`config.mk`:
```
export PLATFORM = sky130hd
export DESIGN_NAME = tile_latched_bank_mapper_core
export DESIGN_NICKNAME = d
export VERILOG_FILES = /design/src/sv/tlbm_pkg.sv /design/src/sv/tlbm_map.sv /design/src/sv/tile_latched_bank_mapper_core.sv
export SDC_FILE = /design/constraint.sdc
export NUM_CORES = 1
export LEC_CHECK = 0
export BUFFER_PORTS_ARGS = -buffer_cell sky130_fd_sc_hd__buf_2
export CAP_MARGIN = 20
export CORE_MARGIN = 1
export CORE_UTILIZATION = 55
export DETAILED_ROUTE_END_ITERATION = 8
export PLACE_DENSITY_LB_ADDON = 0.25
export SYNTH_ARGS = -nofsm -noshare
export SYNTH_HDL_FRONTEND = slang
export SYNTH_SLANG_ARGS = --single-unit
```
`constraint.sdc`:
```
create_clock -name clk -period 2.4 [get_ports clk]
set_input_delay 0.12 -clock clk [delete_from_list [all_inputs] [get_ports clk]]
set_output_delay 0.12 -clock clk [all_outputs]
set_load 0.02 [all_outputs]
```
`src/sv/tlbm_pkg.sv`:
```
`timescale 1ns / 1ps
// ----------------------------------------------------------------------------
// tlbm_pkg
// Shared types, codes and defaults for the tile latched bank mapper.
// ----------------------------------------------------------------------------
package tlbm_pkg;

    localparam int PROGRAM_BANKS_DEFAULT = 16;
    localparam int PATTERN_BANKS_DEFAULT = 32;

    // Access kinds
    localparam logic [1:0] KIND_CPU_READ  = 2'd0;
    localparam logic [1:0] KIND_CPU_WRITE = 2'd1;
    localparam logic [1:0] KIND_PPU_READ  = 2'd2;

    // Result targets
    localparam logic [1:0] TARGET_NONE    = 2'd0;
    localparam logic [1:0] TARGET_PRG_RAM = 2'd1;
    localparam logic [1:0] TARGET_PRG_ROM = 2'd2;
    localparam logic [1:0] TARGET_CHR_ROM = 2'd3;

    typedef struct packed {
        logic [1:0]  kind;
        logic [15:0] address;
        logic [7:0]  write_data;
    } req_t;

    typedef struct packed {
        logic [1:0]  target;
        logic [16:0] mapped_address;
        logic        mirror_horizontal;
    } rsp_t;

endpackage

```
`src/sv/tlbm_map.sv`:
```
`timescale 1ns / 1ps
// ----------------------------------------------------------------------------
// tlbm_map
// Bank registers, tile latches and the address decode for one request.
// ----------------------------------------------------------------------------
module tlbm_map #(
    parameter int PROGRAM_BANKS = tlbm_pkg::PROGRAM_BANKS_DEFAULT,
    parameter int PATTERN_BANKS = tlbm_pkg::PATTERN_BANKS_DEFAULT
) (
    input  logic         clk,
    input  logic         rst_n,
    input  logic         advance,
    input  tlbm_pkg::req_t item,
    output tlbm_pkg::rsp_t result
);
    import tlbm_pkg::*;

    localparam int PRG_W = (PROGRAM_BANKS > 1) ? $clog2(PROGRAM_BANKS) : 1;
    localparam int CHR_W = (PATTERN_BANKS > 1) ? $clog2(PATTERN_BANKS) : 1;

    localparam logic [3:0]  PAGE_PRG_BANK = 4'hA;
    localparam logic [3:0]  PAGE_FD_LOW   = 4'hB;
    localparam logic [3:0]  PAGE_FE_LOW   = 4'hC;
    localparam logic [3:0]  PAGE_FD_HIGH  = 4'hD;
    localparam logic [3:0]  PAGE_FE_HIGH  = 4'hE;
    localparam logic [3:0]  PAGE_MIRROR   = 4'hF;

    localparam logic [12:0] TILE_FD_LOW    = 13'h0FD8;
    localparam logic [12:0] TILE_FE_LOW    = 13'h0FE8;
    localparam logic [12:0] TILE_FD_HIGH_A = 13'h1FD8;
    localparam logic [12:0] TILE_FD_HIGH_B = 13'h1FDF;
    localparam logic [12:0] TILE_FE_HIGH_A = 13'h1FE8;
    localparam logic [12:0] TILE_FE_HIGH_B = 13'h1FEF;

    logic [3:0]  prg_bank_reg,   prg_bank_next;
    logic [4:0]  fd_bank_reg     [2];
    logic [4:0]  fd_bank_next    [2];
    logic [4:0]  fe_bank_reg     [2];
    logic [4:0]  fe_bank_next    [2];
    logic [1:0]  latch_reg,      latch_next;
    logic [4:0]  active_reg      [2];
    logic [4:0]  active_next     [2];
    logic [4:0]  active_eff      [2];
    logic        pending_reg,    pending_next;
    logic        mirror_reg,     mirror_next;

    logic [PRG_W-1:0] prg_mod_tab [16];
    logic [CHR_W-1:0] chr_mod_tab [32];
    logic [PRG_W-1:0] prg_sel;
    logic [CHR_W-1:0] chr_sel;
    logic [31:0]      prg_rom_wide;
    logic [12:0]      ppu_addr;
    logic [3:0]       page;
    logic             ram_window;
    logic             tile_hit;

    // Constant reduction tables for out-of-range bank numbers
    always_comb
    begin
        for (int i = 0; i < 16; i++)
        begin
            prg_mod_tab[i] = PRG_W'(i % PROGRAM_BANKS);
        end
        for (int j = 0; j < 32; j++)
        begin
            chr_mod_tab[j] = CHR_W'(j % PATTERN_BANKS);
        end
    end

    assign ppu_addr   = item.address[12:0];
    assign page       = item.address[15:12];
    assign ram_window = (item.address[15:13] == 3'b011);

    // Pending latch switch lands before this read is mapped
    assign active_eff[0] = pending_reg ? fd_bank_reg[latch_reg[0]] : active_reg[0];
    assign active_eff[1] = pending_reg ? fe_bank_reg[latch_reg[1]] : active_reg[1];

    always_comb
    begin
        if (item.address[14:13] == 2'd0)
            prg_sel = prg_mod_tab[prg_bank_reg];
        else
            prg_sel = PRG_W'(PROGRAM_BANKS - 4) + PRG_W'(item.address[14:13]);
    end

    assign prg_rom_wide = (32'(prg_sel) << 13) | 32'(item.address[12:0]);
    assign chr_sel      = chr_mod_tab[active_eff[ppu_addr[12]]];

    assign tile_hit = (ppu_addr == TILE_FD_LOW) || (ppu_addr == TILE_FE_LOW)
                   || (ppu_addr >= TILE_FD_HIGH_A && ppu_addr <= TILE_FD_HIGH_B)
                   || (ppu_addr >= TILE_FE_HIGH_A && ppu_addr <= TILE_FE_HIGH_B);

    always_comb
    begin
        prg_bank_next   = prg_bank_reg;
        fd_bank_next[0] = fd_bank_reg[0];
        fd_bank_next[1] = fd_bank_reg[1];
        fe_bank_next[0] = fe_bank_reg[0];
        fe_bank_next[1] = fe_bank_reg[1];
        latch_next      = latch_reg;
        active_next[0]  = active_reg[0];
        active_next[1]  = active_reg[1];
        pending_next    = pending_reg;
        mirror_next     = mirror_reg;

        result.target         = TARGET_NONE;
        result.mapped_address = '0;

        unique case (item.kind)
            KIND_CPU_READ:
            begin
                if (item.address[15])
                begin
                    result.target         = TARGET_PRG_ROM;
                    result.mapped_address = prg_rom_wide[16:0];
                end
                else if (ram_window)
                begin
                    result.target         = TARGET_PRG_RAM;
                    result.mapped_address = {4'd0, item.address[12:0]};
                end
            end
            KIND_CPU_WRITE:
            begin
                if (ram_window)
                begin
                    result.target         = TARGET_PRG_RAM;
                    result.mapped_address = {4'd0, item.address[12:0]};
                end
                else
                begin
                    unique case (page)
                        PAGE_PRG_BANK: prg_bank_next = item.write_data[3:0];
                        PAGE_FD_LOW:   fd_bank_next[0] = item.write_data[4:0];
                        PAGE_FE_LOW:   fd_bank_next[1] = item.write_data[4:0];
                        PAGE_FD_HIGH:  fe_bank_next[0] = item.write_data[4:0];
                        PAGE_FE_HIGH:  fe_bank_next[1] = item.write_data[4:0];
                        PAGE_MIRROR:   mirror_next = item.write_data[0];
                        default:       ;
                    endcase
                    // Reload the active bank of the slot just written
                    if (page == PAGE_FD_LOW || page == PAGE_FE_LOW)
                        active_next[0] = fd_bank_next[latch_reg[0]];
                    if (page == PAGE_FD_HIGH || page == PAGE_FE_HIGH)
                        active_next[1] = fe_bank_next[latch_reg[1]];
                end
            end
            KIND_PPU_READ:
            begin
                active_next[0] = active_eff[0];
                active_next[1] = active_eff[1];
                pending_next   = tile_hit;
                if (ppu_addr == TILE_FD_LOW)
                    latch_next[0] = 1'b0;
                else if (ppu_addr == TILE_FE_LOW)
                    latch_next[0] = 1'b1;
                else if (ppu_addr >= TILE_FD_HIGH_A && ppu_addr <= TILE_FD_HIGH_B)
                    latch_next[1] = 1'b0;
                else if (ppu_addr >= TILE_FE_HIGH_A && ppu_addr <= TILE_FE_HIGH_B)
                    latch_next[1] = 1'b1;
                result.target         = TARGET_CHR_ROM;
                result.mapped_address = 17'({chr_sel, ppu_addr[11:0]});
            end
            default: ;
        endcase

        result.mirror_horizontal = mirror_next;
    end

    always_ff @(posedge clk or negedge rst_n)
    begin
        if (!rst_n)
        begin
            prg_bank_reg  <= '0;
            fd_bank_reg[0] <= '0;
            fd_bank_reg[1] <= '0;
            fe_bank_reg[0] <= '0;
            fe_bank_reg[1] <= '0;
            latch_reg     <= '0;
            active_reg[0] <= '0;
            active_reg[1] <= '0;
            pending_reg   <= 1'b0;
            mirror_reg    <= 1'b0;
        end
        else if (advance)
        begin
            prg_bank_reg  <= prg_bank_next;
            fd_bank_reg[0] <= fd_bank_next[0];
            fd_bank_reg[1] <= fd_bank_next[1];
            fe_bank_reg[0] <= fe_bank_next[0];
            fe_bank_reg[1] <= fe_bank_next[1];
            latch_reg     <= latch_next;
            active_reg[0] <= active_next[0];
            active_reg[1] <= active_next[1];
            pending_reg   <= pending_next;
            mirror_reg    <= mirror_next;
        end
    end

endmodule

```
`src/sv/tile_latched_bank_mapper_core.sv`:
```
`timescale 1ns / 1ps
// ----------------------------------------------------------------------------
// tile_latched_bank_mapper_core
// Bus access mapper with a switchable program bank and tile latched pattern
// banks; reports the landing memory, mapped byte address and mirroring.
// ----------------------------------------------------------------------------
//  channel   handshake             payload  role
//  request   req_valid/req_ready   req      one cpu read, cpu write or ppu read
//  response  rsp_valid/rsp_ready   rsp      target, mapped address, mirroring
//
//  One request per cycle sustained while responses are taken; a taken
//  request waits in the input register, moves to the result register once
//  that has room, and its response is offered from the result register.
//  The mapping path is the address decode and a bank multiplex between them.
//  rst_n clears the bank registers, tile latches and both valid flags.
//  A stalled response holds the result register; the input register keeps
//  accepting until it too is full, so back-pressure leaves no bubble.
// ----------------------------------------------------------------------------
module tile_latched_bank_mapper_core #(
    parameter int PROGRAM_BANKS = tlbm_pkg::PROGRAM_BANKS_DEFAULT,
    parameter int PATTERN_BANKS = tlbm_pkg::PATTERN_BANKS_DEFAULT
) (
    input  logic           clk,
    input  logic           rst_n,
    input  logic           req_valid,
    output logic           req_ready,
    input  tlbm_pkg::req_t req,
    output logic           rsp_valid,
    input  logic           rsp_ready,
    output tlbm_pkg::rsp_t rsp
);
    import tlbm_pkg::*;

    logic  in_valid_reg, in_valid_next;
    req_t  in_req_reg;
    logic  out_valid_reg, out_valid_next;
    rsp_t  out_rsp_reg;
    rsp_t  map_rsp;
    logic  advance;
    logic  take;

    // Advance the held request into the result register when it has room
    assign advance   = in_valid_reg && (!out_valid_reg || rsp_ready);
    assign req_ready = !in_valid_reg || advance;
    assign take      = req_valid && req_ready;

    tlbm_map #(
        .PROGRAM_BANKS (PROGRAM_BANKS),
        .PATTERN_BANKS (PATTERN_BANKS)
    ) u_map (
        .clk     (clk),
        .rst_n   (rst_n),
        .advance (advance),
        .item    (in_req_reg),
        .result  (map_rsp)
    );

    always_comb
    begin
        in_valid_next = in_valid_reg;
        if (take)
            in_valid_next = 1'b1;
        else if (advance)
            in_valid_next = 1'b0;

        out_valid_next = out_valid_reg;
        if (advance)
            out_valid_next = 1'b1;
        else if (rsp_ready)
            out_valid_next = 1'b0;
    end

    always_ff @(posedge clk or negedge rst_n)
    begin
        if (!rst_n)
        begin
            in_valid_reg  <= 1'b0;
            out_valid_reg <= 1'b0;
        end
        else
        begin
            in_valid_reg  <= in_valid_next;
            out_valid_reg <= out_valid_next;
        end
    end

    // Payload registers: capture on transfer, hold otherwise
    always_ff @(posedge clk)
    begin
        if (take)
            in_req_reg <= req;
        if (advance)
            out_rsp_reg <= map_rsp;
    end

    assign rsp_valid = out_valid_reg;
    assign rsp       = out_rsp_reg;

endmodule

```
==> out/summary.md, run 1 <==
Number of top-level pins: 52. The starting density of the core is 58.47%. For this design, the sink count on the clock tree is 83. Minimum clock period after layout: 2.171 ns. Fill cells in the final layout number 477. The tools report the reported leakage power as 0.002005 uW. The run gives 25 as the number of hold buffers added after CTS.

The first detailed-routing pass took 5 iterations. The tools report the total count of max-transition violations in the final report as 0. The flow ran to the end, and the final reports show no timing, DRC or antenna violations. The tools report the number of global-route vias before repair as 2856. Port buffering added 48 buffers.

Summing every instance area after synthesis gives 4060 um^2. Setup repair after global routing left no endpoint under its margin. Across the run, the number of max-cap violations was 0. The slowest stage of the critical path is the sky130_fd_sc_hd__a21oi_1 cell.

The biggest fanout along the worst timing path came out at 12. The setup path with the least slack is of type reg -> reg. Adding up every negative setup slack in the final design gives 0 ns. Global routing used 26.13% of the available tracks. Using the TritonRoute via totals, the vias-per-cell ratio works out to 5.918.

Global routing finished with a remaining overflow of 0. Broken down by cell family, the worst path's largest delay share belongs to compound AO/OA/AOI/OAI gates. By area, the combinational part of the netlist is dominated by simple AND/OR/NAND/NOR gates. For the pin with the worst max-slew slack, the measured transition is 0.9477 ns. The number of clock buffers added by TritonCTS is 9. The Yosys step of the flow raised 0 warnings. In this run, post-CTS repair resized a total of 0 instances. After synthesis, the netlist uses 60 different library cells.

The run gives 0 as the final routed DRC violation total. Summing all flip-flop and latch instances after layout gives 2292 um^2. Of the cells placed in the final design, the portion with a size suffix greater than 1 is 29.40%. STA puts the critical path data required time at 2.62 ns.

Of the synthesized area, sequential elements account for 56.46%. For the worst slew margin relative to its limit, the log shows 36.82%. The worst setup path is captured at a flip-flop.

Detailed placement ended at an HPWL of 5954 um. The net count of the finished layout is 444. After synthesis, the share of cell area in mux cells is 11.90%. Buffers added to address setup during post-CTS repair amount to 0. Setup violations remaining at the end of the flow were counted as 0. The H-tree generated during clock tree synthesis spans 3 levels. Between clock sinks in the finished design, the worst skew comes to 0.007004 ns.

Summing the areas of all xor and xnor instances in the mapped netlist gives 0.4314% of the synthesized area. The number of antenna violations at the first check in global routing was 1; the die span in y was 87.92 um. The clock reaches the later pin of the worst-skew pair after 0.35 ns.

VDD sags by at most 0.5385 mV. The signal on the critical path passes through inv_1, ha_1, nor2b_1, o21ai_0, a21oi_1, and2_1. The fraction of synthesis flops using an asynchronous set or reset pin works out to 48.19%.

For this design the ratio of total power to cell area is 711.7 nW/um^2. The number of buffers on the longest clock path was 2. TritonCTS built the clock tree. Clock-pin slew was measured on the worst setup and hold paths at 0.08 ns. The predominant post-synthesis flop cell is sky130_fd_sc_hd__edfxtp_1.

The routability congestion estimate is 0.8485. After floorplanning, the core was sized to cover 6944 um^2. Timing would allow up to 0.4605 GHz. The synthesized netlist devotes 1.233% of its cell area to adder and majority cells. Synthesis produced 331 cells.

The largest single stage delay on the critical path is 0.63 ns. The first global-routing pass estimated 14560 um of wire. The number of hold-slack violations in the final timing report came out at 0.

The post-synth net total was 365. Dividing the synthesized area by the synthesized cell count gives 12.27 um^2. The run gives 242 as the number of DRC markers in iteration 0. The synthesized netlist devotes 12.27% of its cell area to compound gates.

Yosys mapped a number of flops with a built-in enable equal to 43. After layout, the worst path uses 90.48% of the clock period. Counting flops and latches in the post-synthesis netlist gives 83.

The total number of vias was 3030; the floorplan die width was 87.92 um. The tree is rooted in a sky130_fd_sc_hd__clkbuf_8. Data arrival time at the worst-slack endpoint: 2.39 ns. Relative to the synthesized area, the layout overhead comes to 20.18%. The basic-gate share of the synthesized area counting and, or, nand and nor cells is 14.02%. The area enclosed by the die boundary came out at 7730 um^2. The tools report the critical path startpoint category as a flip-flop.

Dividing the detail-routed wire length by the instance count gives 17.79 um. The number of buffer and inverter instances along the worst setup path came out at 1. Wires add up to 9107 um.

The logs give 0 for the number of nets still failing antenna checks after routing and 30 for the number of placement rows. The total power is 3473 uW. Entering global routing, the biggest net connects 41 pins. The area of the multi-input gates was 1618 um^2. The number of flip-flops under the largest register name was 23.

In this run the worst hold path is classified as in -> reg.
-- path summary, 6_finish.rpt --
| path | start | to | slack [ns] | cells after the start |
|---|---|---|---|---|
| min in group asynchronous | rst_n | u_map.mirror_reg | 0.46 | 2 |
| worst max register to register | in_req_reg[25] | rsp[8] | 0.23 | 6 |
| worst min register to register | u_map.fd_bank_reg[8] | u_map.fd_bank_reg[8] | 0.52 | 1 |
| worst max-delay path | in_req_reg[25] | rsp[8] | 0.23 | 6 |
| worst min-delay path | rsp_ready | in_valid_reg | 0.08 | 3 |
| max in group asynchronous | rst_n | u_map.latch_reg[0] | 1.35 | 2 |
-- Yosys cell counts (2+ instances only) --
cell	instances	area, um^2
sky130_fd_sc_hd__edfxtp_1	43	1291
sky130_fd_sc_hd__a21oi_1	24	120.1
sky130_fd_sc_hd__mux2i_1	7	70.07
sky130_fd_sc_hd__o21ai_0	8	40.04
sky130_fd_sc_hd__mux4_2	2	45.04
sky130_fd_sc_hd__o221ai_1	3	26.28
sky130_fd_sc_hd__a22oi_1	2	15.01
sky130_fd_sc_hd__ha_1	4	50.05
sky130_fd_sc_hd__nor4bb_1	2	20.02
sky130_fd_sc_hd__nor2_1	24	90.09
sky130_fd_sc_hd__o2111ai_1	2	17.52
sky130_fd_sc_hd__nand2b_1	5	31.28
sky130_fd_sc_hd__o31ai_1	3	22.52
sky130_fd_sc_hd__mux2_2	30	337.8
sky130_fd_sc_hd__and2_1	17	106.4
sky130_fd_sc_hd__a221oi_1	3	26.28
sky130_fd_sc_hd__a41oi_1	2	17.52
sky130_fd_sc_hd__buf_4	2	15.01
sky130_fd_sc_hd__a21o_1	2	15.01
sky130_fd_sc_hd__nor4_2	2	25.02
sky130_fd_sc_hd__nand3_1	7	35.03
sky130_fd_sc_hd__nand2_1	14	52.55
sky130_fd_sc_hd__nand4b_1	2	17.52
sky130_fd_sc_hd__o311ai_0	2	17.52
sky130_fd_sc_hd__buf_2	9	45.04
sky130_fd_sc_hd__and3_1	2	12.51
sky130_fd_sc_hd__nor2b_1	4	25.02
sky130_fd_sc_hd__o211ai_1	3	22.52
sky130_fd_sc_hd__and4b_1	2	20.02
sky130_fd_sc_hd__or2_2	2	12.51
sky130_fd_sc_hd__dfrtp_1	40	1001
sky130_fd_sc_hd__buf_6	2	22.52
sky130_fd_sc_hd__a31oi_1	11	68.82
sky130_fd_sc_hd__nand3b_1	2	15.01
sky130_fd_sc_hd__mux2_4	2	30.03
sky130_fd_sc_hd__inv_1	10	37.54
sky130_fd_sc_hd__or3_1	2	12.51
sky130_fd_sc_hd__clkbuf_1	6	22.52
-- power by group --
| part | switching (uW) | internal, uW |
|---|---|---|
| combinational | 336 | 298 |
| sequential | 127 | 1700 |
| clock | 501 | 513 |
-- final cells by class --
| type | instances | area share (%) |
|---|---|---|
| Antenna cell | 1 | 0.05128 |
| Clock buffer | 11 | 2.897 |
| Clock inverter | 5 | 1.256 |
| Inverter | 11 | 0.8462 |
| Multi-Input combinational cell | 217 | 33.15 |
| Sequential cell | 83 | 46.97 |
| Tap cell | 96 | 2.462 |
| Timing Repair Buffer | 88 | 12.36 |
-- placed cells by master (no fill, tap or decap), types with 5 or more instances in the layout --
| master | netlist | routed |
|---|---|---|
| sky130_fd_sc_hd__buf_4 | 2 | 15 |
| sky130_fd_sc_hd__clkbuf_8 | 0 | 10 |
| sky130_fd_sc_hd__nand2_1 | 14 | 14 |
| sky130_fd_sc_hd__and2_1 | 17 | 17 |
| sky130_fd_sc_hd__nor2_1 | 24 | 24 |
| sky130_fd_sc_hd__a31oi_1 | 11 | 11 |
| sky130_fd_sc_hd__mux2i_1 | 7 | 7 |
| sky130_fd_sc_hd__o21ai_0 | 8 | 8 |
| sky130_fd_sc_hd__a21oi_1 | 24 | 24 |
| sky130_fd_sc_hd__edfxtp_1 | 43 | 43 |
| sky130_fd_sc_hd__dlygate4sd3_1 | 0 | 25 |
| sky130_fd_sc_hd__buf_2 | 9 | 48 |
| sky130_fd_sc_hd__nand2b_1 | 5 | 5 |
| sky130_fd_sc_hd__nand3_1 | 7 | 7 |
| sky130_fd_sc_hd__dfrtp_1 | 40 | 40 |
| sky130_fd_sc_hd__inv_1 | 10 | 10 |
| sky130_fd_sc_hd__mux2_2 | 30 | 30 |
-- metal layers --
layer	share of wire [%]	vias up	track usage, %
li1	-	1396	-
met1	41	1483	33.94
met2	50	133	42.92
met3	6.9	18	7.540
met4	1.8	0	7.452
met5	0	-	0
-- per-stage QoR --
| step | instances | util, % | worst slack (ns) | area, um^2 | hold WS, ns |
|---|---|---|---|---|---|
| detailed placement | 470 | 63.71 | 0.3153 | 4424 | 0.2981 |
| floorplan | 331 | - | 0.4054 | 4060 | -0.1756 |
| global placement | 470 | 63.71 | 0.4064 | 4424 | 0.2961 |
| finish | 512 | 70.27 | 0.2286 | 4880 | 0.08037 |
| global route | 512 | 70.27 | 0.08998 | 4880 | 0.1042 |
| CTS | 511 | 70.23 | 0.2953 | 4877 | 0.07183 |
-- tightest hold or removal path, stage by stage --
cell and delay, ns:
sky130_fd_sc_hd__buf_2 0.08, sky130_fd_sc_hd__nand3b_1 0.14, sky130_fd_sc_hd__nand2b_1 0.06
-- cells by family after synthesis --
logic type      after synthesis
simple gates                 95
xor+xnor                      2
compound gates               75
flops                        83
mux                          41
fa+ha+maj                     4
buf+inv                      31
No activity file was read; power rests on OpenSTA's default activity.
==> run 2, diff against run 1 <==
--- a/config.mk
+++ b/config.mk
@@ -10,7 +10,7 @@
 export CORE_MARGIN = 1
 export CORE_UTILIZATION = 55
 export DETAILED_ROUTE_END_ITERATION = 8
-export PLACE_DENSITY_LB_ADDON = 0.25
+export PLACE_DENSITY_LB_ADDON = 0.08
 export SYNTH_ARGS = -nofsm -noshare
 export SYNTH_HDL_FRONTEND = slang
 export SYNTH_SLANG_ARGS = --single-unit
==> out/summary.md, run 2 (synthesis results as in run 1) <==
The H-tree depth is 3 (unchanged), and the measured slew at the worst slew-check pin is 0.9222 ns (-0.02557 ns). The wire length of the first global-routing pass is 14660 um (+0.66%). The number of antenna violations at the first check in global routing is 0 (-1), and the part of the cycle the worst path needs is 89.55% (-0.93 points).

The number of DRC markers in iteration 0 was 240 (-0.83%). For the switching component of the power, the log shows 966.5 uW (+0.22%). For the share of the core filled with cells, the log shows 70.25% (about the same). The worst slew margin relative to its limit is 38.52% (+1.7 points).

Setup repair after global routing left no endpoint under its margin. The root buffer cell chosen for the clock tree is sky130_fd_sc_hd__clkbuf_8. Later-pin clock latency in the skew report: 0.36 ns (about the same).

The number of nets still failing antenna checks after routing was 0 (unchanged). The clock buffer count from CTS was 9 (unchanged); the setup TNS was 0 ns (unchanged). The internal power contribution is 2585 uW (+3.0%).

The sequential cell fraction of total power was 51.6% (-0.9 points). The startpoint identified for the worst hold timing path is rsp_ready. The sink count of the clock tree came out at 83 (unchanged). The number of global-route vias before repair was 2882 (+0.91%); the number of I/O port buffers was 48 (unchanged). The run gives 0 (unchanged) as the final routed DRC violation total.

Type of the worst setup path: reg -> reg. The tools report the largest net degree at the start of global routing as 41 (unchanged). The maximum clock frequency is 0.4653 GHz (+1.0%), and the total number of vias is 3014 (-0.53%). For the portion of total power attributed to the clock network, the log shows 30.7% (+1.5 points). Number of diodes added for antenna fixing: 0 (-1).

The data arrival time at the worst-slack endpoint is 2.37 ns (-0.02 ns). Switching part of the total: 27.21% (-0.55 points). TritonCTS built the clock tree. The library cells used most frequently in the layout, excluding fill and tap cells, are 48 x sky130_fd_sc_hd__buf_2, 43 x sky130_fd_sc_hd__edfxtp_1, 40 x sky130_fd_sc_hd__dfrtp_1. STA classifies the critical path endpoint as a flip-flop. The combinational power share is 17.7% (-0.6 points). The total congestion overflow came out at 0 (unchanged). Starting density of the core: 58.47% (unchanged).

The minimum clock period after layout works out to 2.149 ns (-0.02227 ns). For the max-cap check violation count, the log shows 0 (unchanged). The tools report the worst clock skew on the final layout as 0.008371 ns (+0.001367 ns). STA classifies the critical path startpoint as a flip-flop. The pre-CTS setup slack came out at 0.2637 ns (-0.05159 ns).

The reported leakage power is 0.002009 uW (+0.20%), and the register clock-pin slew on the reported worst setup and hold paths is 0.08 ns (about the same). The layout overhead on the synthesized area is 20.15% (about the same), and the biggest fanout along the worst timing path is 12 (unchanged). The placeable core region is 6944 um^2 (unchanged). Proportion of layout cells with a drive suffix above 1: 28.74% (-0.65 points). The run gives 0 (unchanged) as the number of hold-slack violations in the final timing report.

The power density normalized to cell area came out at 728.0 nW/um^2 (+2.3%). The detailed-route vias per instance came out at 5.910 (-0.14%). The final setup slack of the worst path was 0.2508 ns (+0.02227 ns); the area enclosed by the die boundary was 7730 um^2 (unchanged).

The tools report the beginning of the critical path as in_req_reg[25]. For the global router's overall resource usage, the log shows 26.22% (+0.095 points). The layout net count is 443 (-0.23%), and the floorplan die width is 87.92 um (unchanged). The total count of max-transition violations in the final report was 0 (unchanged); the die span in y was 87.92 um (unchanged). The number of flip-flops under the largest register name works out to 23 (unchanged).

Most frequent standard cell in the layout excluding fill and tap cells: sky130_fd_sc_hd__buf_2. The tools report the routability congestion estimate as 0.8341 (-1.7%). The final-report setup violation count came out at 0 (unchanged). The tools report the peak supply drop as 0.4409 mV (-18%).

The launching point of the worst reg2reg path is in_req_reg[25]. The path class of the tightest hold or removal check is in -> reg. The run finished with clean final reports. Worst hold margin: 0.06820 ns (-0.01217 ns). The number of top-level pins is 52 (unchanged), and the wire length per cell is 18.41 um (+3.5%). The tools report the number of buffers on the longest clock path as 2 (unchanged).

The required time reported for the critical path endpoint was 2.62 ns (about the same). The logs give 0.25 ns (+0.02 ns) for the setup slack of the most critical reg-to-reg path and 6250 um (+5.0%) for the estimated wirelength of the detail-placed design. The total iterations of the first detailed-routing run is 5 (unchanged), and the total wire length after detailed routing is 9390 um (+3.1%). The tools report the number of placement rows as 30 (unchanged).
[run 2: changes by cell type in the layout (fill, tap and decap cells not counted), sizes merged]
cell and delta:
inv -1, clkinvlp -2, buf -1, bufinv +1, clkinv +1, clkbuf +1, diode -1
[run 2: power by group through the flow]
stage / Clock (uW) / Combinational, uW / Sequential [uW]
detailed placement: 0 / 591 / 1850
finish: 1090 / 630 / 1830
global route: 1150 / 686 / 1850
floorplan: 0 / 391 / 1850
global placement: 0 / 576 / 1850
CTS: 1100 / 624 / 1830
[run 2: per-layer routing]
metal  share of wire [%]  wire length, um  vias up  track usage (%)
li1                    -                -     1394                -
met1                  45             4204     1484            35.75
met2                  47             4409      118            40.94
met3                 6.0              559       18            5.561
met4                 2.3              217        0            11.03
met5                   0                0        -                0
[run 2: path summary, 6_finish.rpt]
path / end / cells after the start
max: rsp[7] / 6
min: in_valid_reg / 3
max reg2reg: rsp[7] / 6
min reg2reg: u_map.prg_bank_reg[3] / 1
max in group asynchronous: u_map.fd_bank_reg[4] / 2
min in group asynchronous: u_map.mirror_reg / 2
[run 2: critical path, cell delays in order (launching register included)]
cell	delay (ns)
sky130_fd_sc_hd__edfxtp_1	0.42
sky130_fd_sc_hd__inv_1	0.13
sky130_fd_sc_hd__ha_1	0.34
sky130_fd_sc_hd__nor2b_1	0.16
sky130_fd_sc_hd__o21ai_0	0.08
sky130_fd_sc_hd__a21oi_1	0.63
sky130_fd_sc_hd__and2_1	0.24
[run 2: cell type report]
class | count | area (um^2)
sequential | 83 | 2292
clock buffer | 12 | 135.1
multi-input combinational | 217 | 1618
fill | 490 | 2066
tap | 96 | 120.1
inverter | 11 | 41.29
clock inverter | 4 | 76.32
timing repair buffer | 87 | 595.6
[run 2: through the flow]
stage	power [uW]	cells	area (um^2)
2_1_floorplan	2243	331	4060
3_3_place_gp	2423	469	4417
3_5_place_dp	2446	469	4417
4_1_cts	3545	510	4878
5_1_grt	3687	510	4878
6_report	3551	510	4878
[run 2: repair_timing]
action	in CTS	in global routing
endpoints found under the setup margin	0	0
endpoints found under the hold margin	64	0
gates resized for setup	0	0
buffers inserted	0	0
hold buffers	25	0
